<file path="src/rtl/clwm_pkg.sv">
// Shared types, constants and the luma range expansion for the luma meter.
// No dependencies; every other file of the block uses this package.
`timescale 1ns / 1ps
`default_nettype none

package clwm_pkg;

  // Field and datapath widths
  localparam int LUMA_W    = 8;
  localparam int CFG_W     = 13;
  localparam int WEIGHT_W  = 7;
  localparam int SUM_W     = 32;
  localparam int CNT_W     = 25;
  localparam int POS_CMP_W = 14;  // holds any position + 1 up to 8192
  localparam int STEP_W    = 6;   // counts the SUM_W divider steps
  localparam int BLEND_W   = 15;  // 255 * 100 fits
  localparam int CFG_IDX_W = 3;

  // Parameter defaults
  localparam int MAX_WIDTH_DEF  = 4096;
  localparam int MAX_HEIGHT_DEF = 4096;

  // Register reset values
  localparam logic [CFG_W-1:0]    FRAME_WIDTH_RST  = 13'd640;
  localparam logic [CFG_W-1:0]    FRAME_HEIGHT_RST = 13'd480;
  localparam logic [CFG_W-1:0]    FOCUS_LEFT_RST   = 13'd192;
  localparam logic [CFG_W-1:0]    FOCUS_RIGHT_RST  = 13'd448;
  localparam logic [CFG_W-1:0]    FOCUS_TOP_RST    = 13'd240;
  localparam logic [CFG_W-1:0]    FOCUS_BOTTOM_RST = 13'd432;
  localparam logic [WEIGHT_W-1:0] FOCUS_WEIGHT_RST = 7'd80;

  localparam logic [WEIGHT_W-1:0] PERCENT = 7'd100;

  // Division of the blended sum by 100 through a reciprocal; exact for
  // every sum below 2^21/48, far above 255 * 100.
  localparam logic [BLEND_W-1:0] RECIP_100       = 15'd20972;  // ceil(2^21 / 100)
  localparam int                 RECIP_100_SHIFT = 21;

  // Saturation limits
  localparam logic [SUM_W-1:0] SUM_MAX = {SUM_W{1'b1}};
  localparam logic [CNT_W-1:0] CNT_MAX = {CNT_W{1'b1}};

  // Limited-range expansion: black level, scale 255/219 by reciprocal
  localparam logic [LUMA_W-1:0] BLACK_LEVEL = 8'd16;
  localparam logic [16:0]       RECIP_219   = 17'd76609;  // ceil(2^24 / 219)
  localparam int                RECIP_SHIFT = 24;

  // Register indexes
  typedef enum logic [CFG_IDX_W-1:0] {
    REG_FRAME_WIDTH  = 3'd0,
    REG_FRAME_HEIGHT = 3'd1,
    REG_FOCUS_LEFT   = 3'd2,
    REG_FOCUS_RIGHT  = 3'd3,
    REG_FOCUS_TOP    = 3'd4,
    REG_FOCUS_BOTTOM = 3'd5,
    REG_FOCUS_WEIGHT = 3'd6
  } cfg_index_t;

  typedef struct packed {
    logic [CFG_W-1:0]    frame_width;
    logic [CFG_W-1:0]    frame_height;
    logic [CFG_W-1:0]    focus_left;
    logic [CFG_W-1:0]    focus_right;
    logic [CFG_W-1:0]    focus_top;
    logic [CFG_W-1:0]    focus_bottom;
    logic [WEIGHT_W-1:0] focus_weight;
  } cfg_regs_t;

  // Region totals of a finished frame
  typedef struct packed {
    logic [SUM_W-1:0] focus_sum;
    logic [CNT_W-1:0] focus_count;
    logic [SUM_W-1:0] background_sum;
    logic [CNT_W-1:0] background_count;
  } frame_stats_t;

  typedef struct packed {
    logic             start;
    logic [SUM_W-1:0] dividend;
    logic [CNT_W-1:0] divisor;
  } div_req_t;

  typedef struct packed {
    logic             done;
    logic [SUM_W-1:0] quotient;
  } div_rsp_t;

  // (v-16)*255/219 truncated, clamped to 0..255; the reciprocal is exact
  // for every product below 2^24/155, far above 239*255.
  function automatic logic [LUMA_W-1:0] expand_luma(input logic [LUMA_W-1:0] v);
    logic [15:0] scaled;
    logic [32:0] prod;
    logic [8:0]  q;
    scaled = 16'(v - BLACK_LEVEL) * 16'd255;
    prod   = 33'(scaled) * 33'(RECIP_219);
    q      = prod[RECIP_SHIFT+8:RECIP_SHIFT];
    if (v <= BLACK_LEVEL) begin
      return '0;
    end else if (q[8]) begin
      return {LUMA_W{1'b1}};
    end else begin
      return q[LUMA_W-1:0];
    end
  endfunction

endpackage

`default_nettype wire

</file>
<file path="src/rtl/clwm_divider.sv">
// Shared restoring divider: one quotient bit per cycle, SUM_W steps.
// Depends on clwm_pkg.
`timescale 1ns / 1ps
`default_nettype none

module clwm_divider (
  input  wire                  clk,
  input  wire                  rst_n,
  input  clwm_pkg::div_req_t   req,
  output clwm_pkg::div_rsp_t   rsp
);

  logic [clwm_pkg::CNT_W:0]        rem_r;
  logic [clwm_pkg::SUM_W-1:0]      quo_r;
  logic [clwm_pkg::CNT_W-1:0]      dsr_r;
  logic [clwm_pkg::STEP_W-1:0]     step_r;
  logic                            done_r;

  logic [clwm_pkg::CNT_W:0]        shifted;
  logic [clwm_pkg::CNT_W:0]        diff;
  logic                            fits;

  // One trial subtraction per step
  always_comb begin
    shifted = {rem_r[clwm_pkg::CNT_W-1:0], quo_r[clwm_pkg::SUM_W-1]};
    fits    = shifted >= {1'b0, dsr_r};
    diff    = shifted - {1'b0, dsr_r};
  end

  // Load on start, then shift and subtract until the step count runs out
  always_ff @(posedge clk) begin
    if (!rst_n) begin
      step_r <= '0;
      done_r <= 1'b0;
    end else begin
      done_r <= 1'b0;
      if (req.start) begin
        rem_r  <= '0;
        quo_r  <= req.dividend;
        dsr_r  <= req.divisor;
        step_r <= clwm_pkg::STEP_W'(clwm_pkg::SUM_W);
      end else if (step_r != '0) begin
        rem_r  <= fits ? diff : shifted;
        quo_r  <= {quo_r[clwm_pkg::SUM_W-2:0], fits};
        step_r <= step_r - 1'b1;
        done_r <= (step_r == clwm_pkg::STEP_W'(1));
      end
    end
  end

  assign rsp.done     = done_r;
  assign rsp.quotient = quo_r;

endmodule

`default_nettype wire

</file>
<file path="src/rtl/clwm_accum.sv">
// Raster position tracking and per-region sum and count accumulation.
// Depends on clwm_pkg; flags the last pixel of a frame and shows its totals.
`timescale 1ns / 1ps
`default_nettype none

module clwm_accum #(
  parameter int MAX_WIDTH  = clwm_pkg::MAX_WIDTH_DEF,
  parameter int MAX_HEIGHT = clwm_pkg::MAX_HEIGHT_DEF
) (
  input  wire                          clk,
  input  wire                          rst_n,
  input  wire                          pix_accept,
  input  wire [clwm_pkg::LUMA_W-1:0]   luma_sample,
  input  wire                          start_of_frame,
  input  clwm_pkg::cfg_regs_t          cfg,
  output logic                         frame_end,
  output clwm_pkg::frame_stats_t       stats
);

  localparam int CW = $clog2(MAX_WIDTH);
  localparam int RW = $clog2(MAX_HEIGHT);
  localparam int PW = clwm_pkg::POS_CMP_W;

  logic [CW-1:0]               col_r, col_nxt, col_cur;
  logic [RW-1:0]               row_r, row_nxt, row_cur;
  logic [clwm_pkg::SUM_W-1:0]  fsum_r, bsum_r, fsum_cur, bsum_cur, fsum_nxt, bsum_nxt;
  logic [clwm_pkg::CNT_W-1:0]  fcnt_r, bcnt_r, fcnt_cur, bcnt_cur, fcnt_nxt, bcnt_nxt;

  logic [PW-1:0]               w_eff, h_eff, col_inc, row_inc;
  logic [clwm_pkg::LUMA_W-1:0] pix;
  logic                        in_focus, line_end;
  logic [clwm_pkg::SUM_W:0]    fsum_add, bsum_add;

  // Clamp frame size to 1..MAX
  always_comb begin
    if (cfg.frame_width == '0) begin
      w_eff = PW'(1);
    end else if (PW'(cfg.frame_width) > PW'(MAX_WIDTH)) begin
      w_eff = PW'(MAX_WIDTH);
    end else begin
      w_eff = PW'(cfg.frame_width);
    end
    if (cfg.frame_height == '0) begin
      h_eff = PW'(1);
    end else if (PW'(cfg.frame_height) > PW'(MAX_HEIGHT)) begin
      h_eff = PW'(MAX_HEIGHT);
    end else begin
      h_eff = PW'(cfg.frame_height);
    end
  end

  // Start of frame clears everything ahead of this pixel
  always_comb begin
    col_cur  = start_of_frame ? '0 : col_r;
    row_cur  = start_of_frame ? '0 : row_r;
    fsum_cur = start_of_frame ? '0 : fsum_r;
    bsum_cur = start_of_frame ? '0 : bsum_r;
    fcnt_cur = start_of_frame ? '0 : fcnt_r;
    bcnt_cur = start_of_frame ? '0 : bcnt_r;
  end

  // Region test and saturating accumulation
  always_comb begin
    pix      = clwm_pkg::expand_luma(luma_sample);
    in_focus = (PW'(col_cur) >= PW'(cfg.focus_left)) && (PW'(col_cur) < PW'(cfg.focus_right)) &&
               (PW'(row_cur) >= PW'(cfg.focus_top))  && (PW'(row_cur) < PW'(cfg.focus_bottom));
    fsum_add = {1'b0, fsum_cur} + (clwm_pkg::SUM_W+1)'(pix);
    bsum_add = {1'b0, bsum_cur} + (clwm_pkg::SUM_W+1)'(pix);
    fsum_nxt = fsum_cur;
    fcnt_nxt = fcnt_cur;
    bsum_nxt = bsum_cur;
    bcnt_nxt = bcnt_cur;
    if (in_focus) begin
      fsum_nxt = fsum_add[clwm_pkg::SUM_W] ? clwm_pkg::SUM_MAX : fsum_add[clwm_pkg::SUM_W-1:0];
      if (fcnt_cur != clwm_pkg::CNT_MAX) fcnt_nxt = fcnt_cur + 1'b1;
    end else begin
      bsum_nxt = bsum_add[clwm_pkg::SUM_W] ? clwm_pkg::SUM_MAX : bsum_add[clwm_pkg::SUM_W-1:0];
      if (bcnt_cur != clwm_pkg::CNT_MAX) bcnt_nxt = bcnt_cur + 1'b1;
    end
  end

  // Advance position; the frame ends when both line and row run out
  always_comb begin
    col_inc   = PW'(col_cur) + 1'b1;
    row_inc   = PW'(row_cur) + 1'b1;
    line_end  = !(col_inc < w_eff);
    frame_end = line_end && !(row_inc < h_eff);
    col_nxt   = line_end ? '0 : col_inc[CW-1:0];
    row_nxt   = line_end ? row_inc[RW-1:0] : row_cur;
  end

  assign stats.focus_sum        = fsum_nxt;
  assign stats.focus_count      = fcnt_nxt;
  assign stats.background_sum   = bsum_nxt;
  assign stats.background_count = bcnt_nxt;

  // Update on each transfer; clear after the last pixel of a frame
  always_ff @(posedge clk) begin
    if (!rst_n) begin
      col_r  <= '0;
      row_r  <= '0;
      fsum_r <= '0;
      bsum_r <= '0;
      fcnt_r <= '0;
      bcnt_r <= '0;
    end else if (pix_accept) begin
      if (frame_end) begin
        col_r  <= '0;
        row_r  <= '0;
        fsum_r <= '0;
        bsum_r <= '0;
        fcnt_r <= '0;
        bcnt_r <= '0;
      end else begin
        col_r  <= col_nxt;
        row_r  <= row_nxt;
        fsum_r <= fsum_nxt;
        bsum_r <= bsum_nxt;
        fcnt_r <= fcnt_nxt;
        bcnt_r <= bcnt_nxt;
      end
    end
  end

endmodule

`default_nettype wire

</file>
<file path="src/rtl/center_weighted_luma_meter_core.sv">
// Center-weighted luma meter: one pixel per cycle, one result per frame.
// An ordinary pixel is taken without a stall. The last pixel of a frame holds
// in_tready low for two passes of the shared divider (focus, background
// average), then blend (S_BLEND_F, S_BLEND_B) and scale by 1/100 (S_SCALE);
// a result still waiting in the output register adds the cycles until taken.
// Reset restores register defaults and clears position, sums and counts.
`timescale 1ns / 1ps
`default_nettype none

module center_weighted_luma_meter_core #(
  parameter int MAX_WIDTH  = clwm_pkg::MAX_WIDTH_DEF,
  parameter int MAX_HEIGHT = clwm_pkg::MAX_HEIGHT_DEF
) (
  input  wire         clk,
  input  wire         rst_n,
  // Pixel stream
  input  wire         in_tvalid,
  output logic        in_tready,
  input  wire  [7:0]  in_tdata,    // [7:0] luma_sample
  input  wire  [0:0]  in_tuser,    // [0] start_of_frame
  // Result stream
  output logic        out_tvalid,
  input  wire         out_tready,
  output logic [7:0]  out_tdata,   // [7:0] metered_luma
  output logic [1:0]  out_tuser,   // [0] focus_empty, [1] background_empty
  // Register writes
  input  wire         cfg_valid,
  output logic        cfg_ready,
  input  wire  [2:0]  cfg_index,
  input  wire  [12:0] cfg_data
);

  typedef enum logic [2:0] {
    S_IDLE,
    S_DIV_F,
    S_DIV_B,
    S_BLEND_F,
    S_BLEND_B,
    S_SCALE,
    S_EMIT
  } state_t;

  state_t                             state_r;
  clwm_pkg::cfg_regs_t                cfg_r;
  clwm_pkg::frame_stats_t             stats, stats_r;
  clwm_pkg::div_req_t                 div_req;
  clwm_pkg::div_rsp_t                 div_rsp;
  logic                               div_start_r;
  logic [clwm_pkg::SUM_W-1:0]         div_dividend_r;
  logic [clwm_pkg::CNT_W-1:0]         div_divisor_r;
  logic [clwm_pkg::LUMA_W-1:0]        favg_r, bavg_r, res_r;
  logic [clwm_pkg::BLEND_W-1:0]       acc_r, blend_sum;
  logic [2*clwm_pkg::BLEND_W-1:0]     scale_prod;
  logic                               out_tvalid_r;
  logic [7:0]                         out_tdata_r;
  logic [1:0]                         out_tuser_r;
  logic                               frame_end, in_xfer, fempty, bempty;
  logic [clwm_pkg::WEIGHT_W-1:0]      wt, mul_b;
  logic [clwm_pkg::LUMA_W-1:0]        mul_a;
  logic [clwm_pkg::BLEND_W-1:0]       prod;

  assign in_tready  = (state_r == S_IDLE);
  assign in_xfer    = in_tvalid && in_tready;
  assign cfg_ready  = 1'b1;
  assign out_tvalid = out_tvalid_r;
  assign out_tdata  = out_tdata_r;
  assign out_tuser  = out_tuser_r;

  clwm_accum #(
    .MAX_WIDTH  (MAX_WIDTH),
    .MAX_HEIGHT (MAX_HEIGHT)
  ) u_accum (
    .clk            (clk),
    .rst_n          (rst_n),
    .pix_accept     (in_xfer),
    .luma_sample    (in_tdata),
    .start_of_frame (in_tuser[0]),
    .cfg            (cfg_r),
    .frame_end      (frame_end),
    .stats          (stats)
  );

  assign div_req.start    = div_start_r;
  assign div_req.dividend = div_dividend_r;
  assign div_req.divisor  = div_divisor_r;

  clwm_divider u_divider (
    .clk   (clk),
    .rst_n (rst_n),
    .req   (div_req),
    .rsp   (div_rsp)
  );

  // Weighting: one small multiplier, used once per region
  always_comb begin
    wt         = (cfg_r.focus_weight > clwm_pkg::PERCENT) ? clwm_pkg::PERCENT
                                                          : cfg_r.focus_weight;
    mul_a      = (state_r == S_BLEND_F) ? favg_r : bavg_r;
    mul_b      = (state_r == S_BLEND_F) ? wt : clwm_pkg::PERCENT - wt;
    prod       = clwm_pkg::BLEND_W'(mul_a) * clwm_pkg::BLEND_W'(mul_b);
    blend_sum  = acc_r + prod;
    scale_prod = (2*clwm_pkg::BLEND_W)'(acc_r) * (2*clwm_pkg::BLEND_W)'(clwm_pkg::RECIP_100);
    fempty     = (stats_r.focus_count == '0);
    bempty     = (stats_r.background_count == '0);
  end

  // Sequencer, register file and result register
  always_ff @(posedge clk) begin
    if (!rst_n) begin
      state_r            <= S_IDLE;
      div_start_r        <= 1'b0;
      out_tvalid_r       <= 1'b0;
      cfg_r.frame_width  <= clwm_pkg::FRAME_WIDTH_RST;
      cfg_r.frame_height <= clwm_pkg::FRAME_HEIGHT_RST;
      cfg_r.focus_left   <= clwm_pkg::FOCUS_LEFT_RST;
      cfg_r.focus_right  <= clwm_pkg::FOCUS_RIGHT_RST;
      cfg_r.focus_top    <= clwm_pkg::FOCUS_TOP_RST;
      cfg_r.focus_bottom <= clwm_pkg::FOCUS_BOTTOM_RST;
      cfg_r.focus_weight <= clwm_pkg::FOCUS_WEIGHT_RST;
    end else begin
      div_start_r <= 1'b0;

      // Register write transfer
      if (cfg_valid) begin
        case (cfg_index)
          clwm_pkg::REG_FRAME_WIDTH:  cfg_r.frame_width  <= cfg_data;
          clwm_pkg::REG_FRAME_HEIGHT: cfg_r.frame_height <= cfg_data;
          clwm_pkg::REG_FOCUS_LEFT:   cfg_r.focus_left   <= cfg_data;
          clwm_pkg::REG_FOCUS_RIGHT:  cfg_r.focus_right  <= cfg_data;
          clwm_pkg::REG_FOCUS_TOP:    cfg_r.focus_top    <= cfg_data;
          clwm_pkg::REG_FOCUS_BOTTOM: cfg_r.focus_bottom <= cfg_data;
          clwm_pkg::REG_FOCUS_WEIGHT:
            cfg_r.focus_weight <= cfg_data[clwm_pkg::WEIGHT_W-1:0];
          default: ;
        endcase
      end

      // Drop the result once it has been taken
      if (out_tvalid_r && out_tready) out_tvalid_r <= 1'b0;

      case (state_r)
        S_IDLE: begin
          if (in_xfer && frame_end) begin
            stats_r        <= stats;
            div_dividend_r <= stats.focus_sum;
            div_divisor_r  <= stats.focus_count;
            div_start_r    <= 1'b1;
            state_r        <= S_DIV_F;
          end
        end
        S_DIV_F: begin
          if (div_rsp.done) begin
            // Averages never exceed 255, so the low byte is the whole quotient
            favg_r         <= fempty ? '0 : div_rsp.quotient[clwm_pkg::LUMA_W-1:0];
            div_dividend_r <= stats_r.background_sum;
            div_divisor_r  <= stats_r.background_count;
            div_start_r    <= 1'b1;
            state_r        <= S_DIV_B;
          end
        end
        S_DIV_B: begin
          if (div_rsp.done) begin
            bavg_r  <= bempty ? '0 : div_rsp.quotient[clwm_pkg::LUMA_W-1:0];
            state_r <= S_BLEND_F;
          end
        end
        S_BLEND_F: begin
          acc_r   <= prod;
          state_r <= S_BLEND_B;
        end
        S_BLEND_B: begin
          acc_r   <= blend_sum;
          state_r <= S_SCALE;
        end
        S_SCALE: begin
          // Divide by 100 through the reciprocal
          res_r   <= scale_prod[clwm_pkg::RECIP_100_SHIFT+clwm_pkg::LUMA_W-1:
                                clwm_pkg::RECIP_100_SHIFT];
          state_r <= S_EMIT;
        end
        S_EMIT: begin
          // Hold until the result register is free
          if (!out_tvalid_r || out_tready) begin
            out_tdata_r  <= res_r;
            out_tuser_r  <= {bempty, fempty};
            out_tvalid_r <= 1'b1;
            state_r      <= S_IDLE;
          end
        end
        default: state_r <= S_IDLE;
      endcase
    end
  end

endmodule

`default_nettype wire
</file>
<file path="config.mk">
export PLATFORM = sky130hd
export DESIGN_NAME = center_weighted_luma_meter_core
export DESIGN_NICKNAME = d
export VERILOG_FILES = /design/src/rtl/clwm_pkg.sv /design/src/rtl/clwm_divider.sv /design/src/rtl/clwm_accum.sv /design/src/rtl/center_weighted_luma_meter_core.sv
export SDC_FILE = /design/constraint.sdc
export NUM_CORES = 2
export LEC_CHECK = 0
export BUFFER_PORTS_ARGS = -buffer_cell sky130_fd_sc_hd__buf_4
export CAP_MARGIN = 0
export CORE_ASPECT_RATIO = 0.6
export CORE_MARGIN = 2
export CORE_UTILIZATION = 60
export CTS_BUF_LIST = sky130_fd_sc_hd__clkbuf_16
export DETAILED_ROUTE_END_ITERATION = 10
export GPL_ROUTABILITY_DRIVEN = 0
export GPL_TIMING_DRIVEN = 1
export HOLD_SLACK_MARGIN = 0.05
export PLACE_DENSITY = 0.76
export SYNTH_ARGS = -nofsm -noshare
export SYNTH_HDL_FRONTEND = slang
export SYNTH_HIERARCHICAL = 1
export SYNTH_SLANG_ARGS = --single-unit
</file>
<file path="constraint.sdc">
create_clock -name clk -period 16.6 [get_ports clk]
set_input_delay 1.66 -clock clk [delete_from_list [all_inputs] [get_ports clk]]
set_output_delay 1.66 -clock clk [all_outputs]
set_load 0.01 [all_outputs]
</file>
==> impl_metrics.tcl <==
set metrics [dict create \
    reg2reg_depth 31 \
    cts_htree_levels 2 \
    antenna_found_initial 5 \
    dieArea_um2 66500 \
    layout-drive-gt1-share 0.0774 \
    max-cap-violations 0 \
    fin_crit_ns 14.97 \
    synth_area_um2 38600 \
    drc 0 \
    crit_start "in_tdata[4]" \
    drtAntennaViolNets 0 \
    start_util 0.603 \
    fin_crit_sh 0.902 \
    clk_pin_slew_ns 0.07 \
    critPathMaxFanout 25 \
    coreArea_um2 64100 \
    overflow 0 \
    rsz0062_at_grt "false" \
    cp_top_family "adder cells" \
    worst_pin_slew_ns 1.22 \
    relSlewSlack 0.182 \
    hold_viol_final 0 \
    ctsHoldBuffers 0 \
    synth_edf_count 270 \
    regToRegEndpoint "acc_r[14]" \
    cp_data_arrival_time_ns 15.46 \
    wl_per_cell_um 19.3 \
    post_synth_num_cell_types 109 \
    startpoint_type "input pin" \
    reg2reg_from "cfg_r[0]" \
    finalSetupTns_ns 0 \
    hp-class "reg -> reg" \
    synth_warnings 6 \
    fill_cells 5092 \
    critPathMaxStageDelay_ns 0.64 \
    dp_hpwl_um 71100 \
    clock-sinks 505 \
    cts_buffer_depth 3 \
    slowest_stage "nand2_1" \
    die_h_um 201 \
    ys_ff_latch 505 \
    setup_viol 0 \
    cp-end-kind "flop" \
    cp_data_required_time_ns 17.09 \
    whs_ns 0.414 \
    top_level_ports 43 \
    vias 29600 \
    fmax_mhz 66.8 \
    critPathMostFrequentCell "fa_1" \
    rows 72 \
    async_flop_share 0 \
    grtUsageTotal 0.288 \
    status "finished clean" \
    drv_slew 0 \
    endpoint "div_dividend_r[10]" \
    synth-seq-area-share 0.332 \
    synthesis.nets 4705 \
    dr.pass1.iters 6 \
    io_buffers 41 \
    clockRootBuffer "clkbuf_16" \
    numCtsBuffers 50 \
    avgSynthCellArea_um2 9.48 \
    grt_pass1_vias 27800 \
    postCtsSetupBuffers 0 \
    ys.flop_type "edfxtp_1" \
    grt_max_degree 83 \
    skew_ns 0.0431 \
    critPathBufInv 7 \
    min_path_cells 0 \
    cts-resized-gates 0 \
    area_delta_synth_final_pct 6.82 \
    crit_type "in -> reg" \
    drtIter0Drc 3105 \
    drt_wl_total_um 95700 \
    synthCells 4076 \
    tritoncts "yes" \
    grt_pass1_wl_um 154000 \
    clock_latency_ns 0.62 \
    rrSetupSlack_ns 8.20 \
    die_w_um 332 \
    cp_num_cells 47 \
    drt-vias-per-instance 5.97 \
    finalNetCount 4684 \
]
-- cell usage in the layout (no fill, tap or decap), types with 45 or more instances in the layout --
cell type,instances
inv_1,480
nand2_1,418
ha_1,410
edfxtp_1,270
nor2_1,251
dfxtp_1,234
fa_1,189
a21oi_1,169
o21ai_0,168
nand3_1,126
xnor2_1,115
nor2b_1,109
mux2_2,100
a21boi_0,82
xor2_1,76
buf_4,74
a21o_1,69
nor3_1,57
clkbuf_16,50
and3_1,46
a31oi_1,45
-- final cells by class --
class                           instances  area [µm²]  area share
Antenna cell                            3        7.51    0.000182
Clock buffer                           50        1250      0.0303
Clock inverter                         41         333     0.00806
Inverter                              469        1760      0.0426
Multi-Input combinational cell       2955       23500       0.569
Sequential cell                       505       12800       0.310
Tap cell                              851        1060      0.0258
Timing Repair Buffer                   74         556      0.0135
-- sequential cells by signal, summed over array words and instances (netlist names), 2 cells and up --
name and cells:
state_r 3, u_accum/fcnt_r 25, div_dividend_r 32, acc_r 15, u_divider/quo_r 32, favg_r 8, stats_r 82, bavg_r 8
u_divider/rem_r 25, u_accum/bsum_r 32, u_divider/step_r 6, u_accum/row_r 12, div_divisor_r 25, res_r 8, u_accum/fsum_r 32, out_tdata 8
u_accum/bcnt_r 25, cfg_r 85, u_accum/col_r 12, u_divider/dsr_r 25, out_tuser 2
-- worst reg2reg max path: cells and delay by family, from the launching register on --
family / cells / cell delay (ns)
xor gates and xnor gates: 2 / 0.43
and+or+nand+nor: 8 / 1.69
adders and majority gates: 7 / 3.18
buffers and inverters: 4 / 0.35
DFF: 1 / 0.35
AOI/OAI and AO/OA: 10 / 2.15
-- cell usage after synthesis, drive strengths merged, types with 59 or more instances --
master | count | share of area
dfxtp | 235 | 0.12
fa | 189 | 0.098
clkbuf | 104 | 0.010
nor2 | 253 | 0.025
ha | 410 | 0.13
nand3 | 130 | 0.017
nor2b | 113 | 0.018
a21o | 69 | 0.013
nand2 | 420 | 0.041
xnor2 | 115 | 0.026
a21boi | 84 | 0.016
o21ai | 178 | 0.023
mux2 | 101 | 0.029
xor2 | 76 | 0.017
nor3 | 59 | 0.0078
edfxtp | 270 | 0.21
inv | 469 | 0.046
a21oi | 173 | 0.023
-- metrics by stage --
| stage | area [µm²] | setup WS [ns] | utilization | std cells |
|---|---|---|---|---|
| floorplan | 38600 | 2.86 | - | 4076 |
| global placement | 39700 | 1.73 | 0.620 | 4854 |
| detailed placement | 39700 | 1.21 | 0.620 | 4854 |
| CTS | 41300 | 1.82 | 0.644 | 4945 |
| global route | 41300 | 0.814 | 0.644 | 4948 |
| finish | 41300 | 1.63 | 0.644 | 4948 |
-- worst min-delay path by stage --
stage | from | endpoint
floorplan | res_r[0] | out_tdata[0]
global placement | div_divisor_r[0] | u_divider/dsr_r[0]
detailed placement | res_r[6] | out_tdata[6]
CTS | res_r[6] | out_tdata[6]
global route | res_r[0] | out_tdata[0]
finish | res_r[6] | out_tdata[6]
-- logic make-up after synthesis --
logic type / count (synthesis) / share of synthesized area
adder cells (fa/ha/maj): 599 / 0.231
other: 1 / 0.0000970
buffers and inverters: 616 / 0.0625
AO/OA/AOI/OAI: 784 / 0.135
XOR/XNOR: 192 / 0.0439
AND/OR/NAND/NOR: 1241 / 0.157
multiplexers: 138 / 0.0390
flip-flops: 505 / 0.332
-- per-layer routing --
layer / track usage / vias to the layer above / routed length, µm
li1: - / 14100 / -
met1: 0.469 / 14000 / 47200
met2: 0.371 / 1287 / 35800
met3: 0.0818 / 120 / 11200
met4: 0.0527 / 4 / 1450
met5: 0 / - / 26
Power is left out: the tool's default activity adds up to more than one toggle a clock period on the data nets, which glitch-free logic cannot reach.
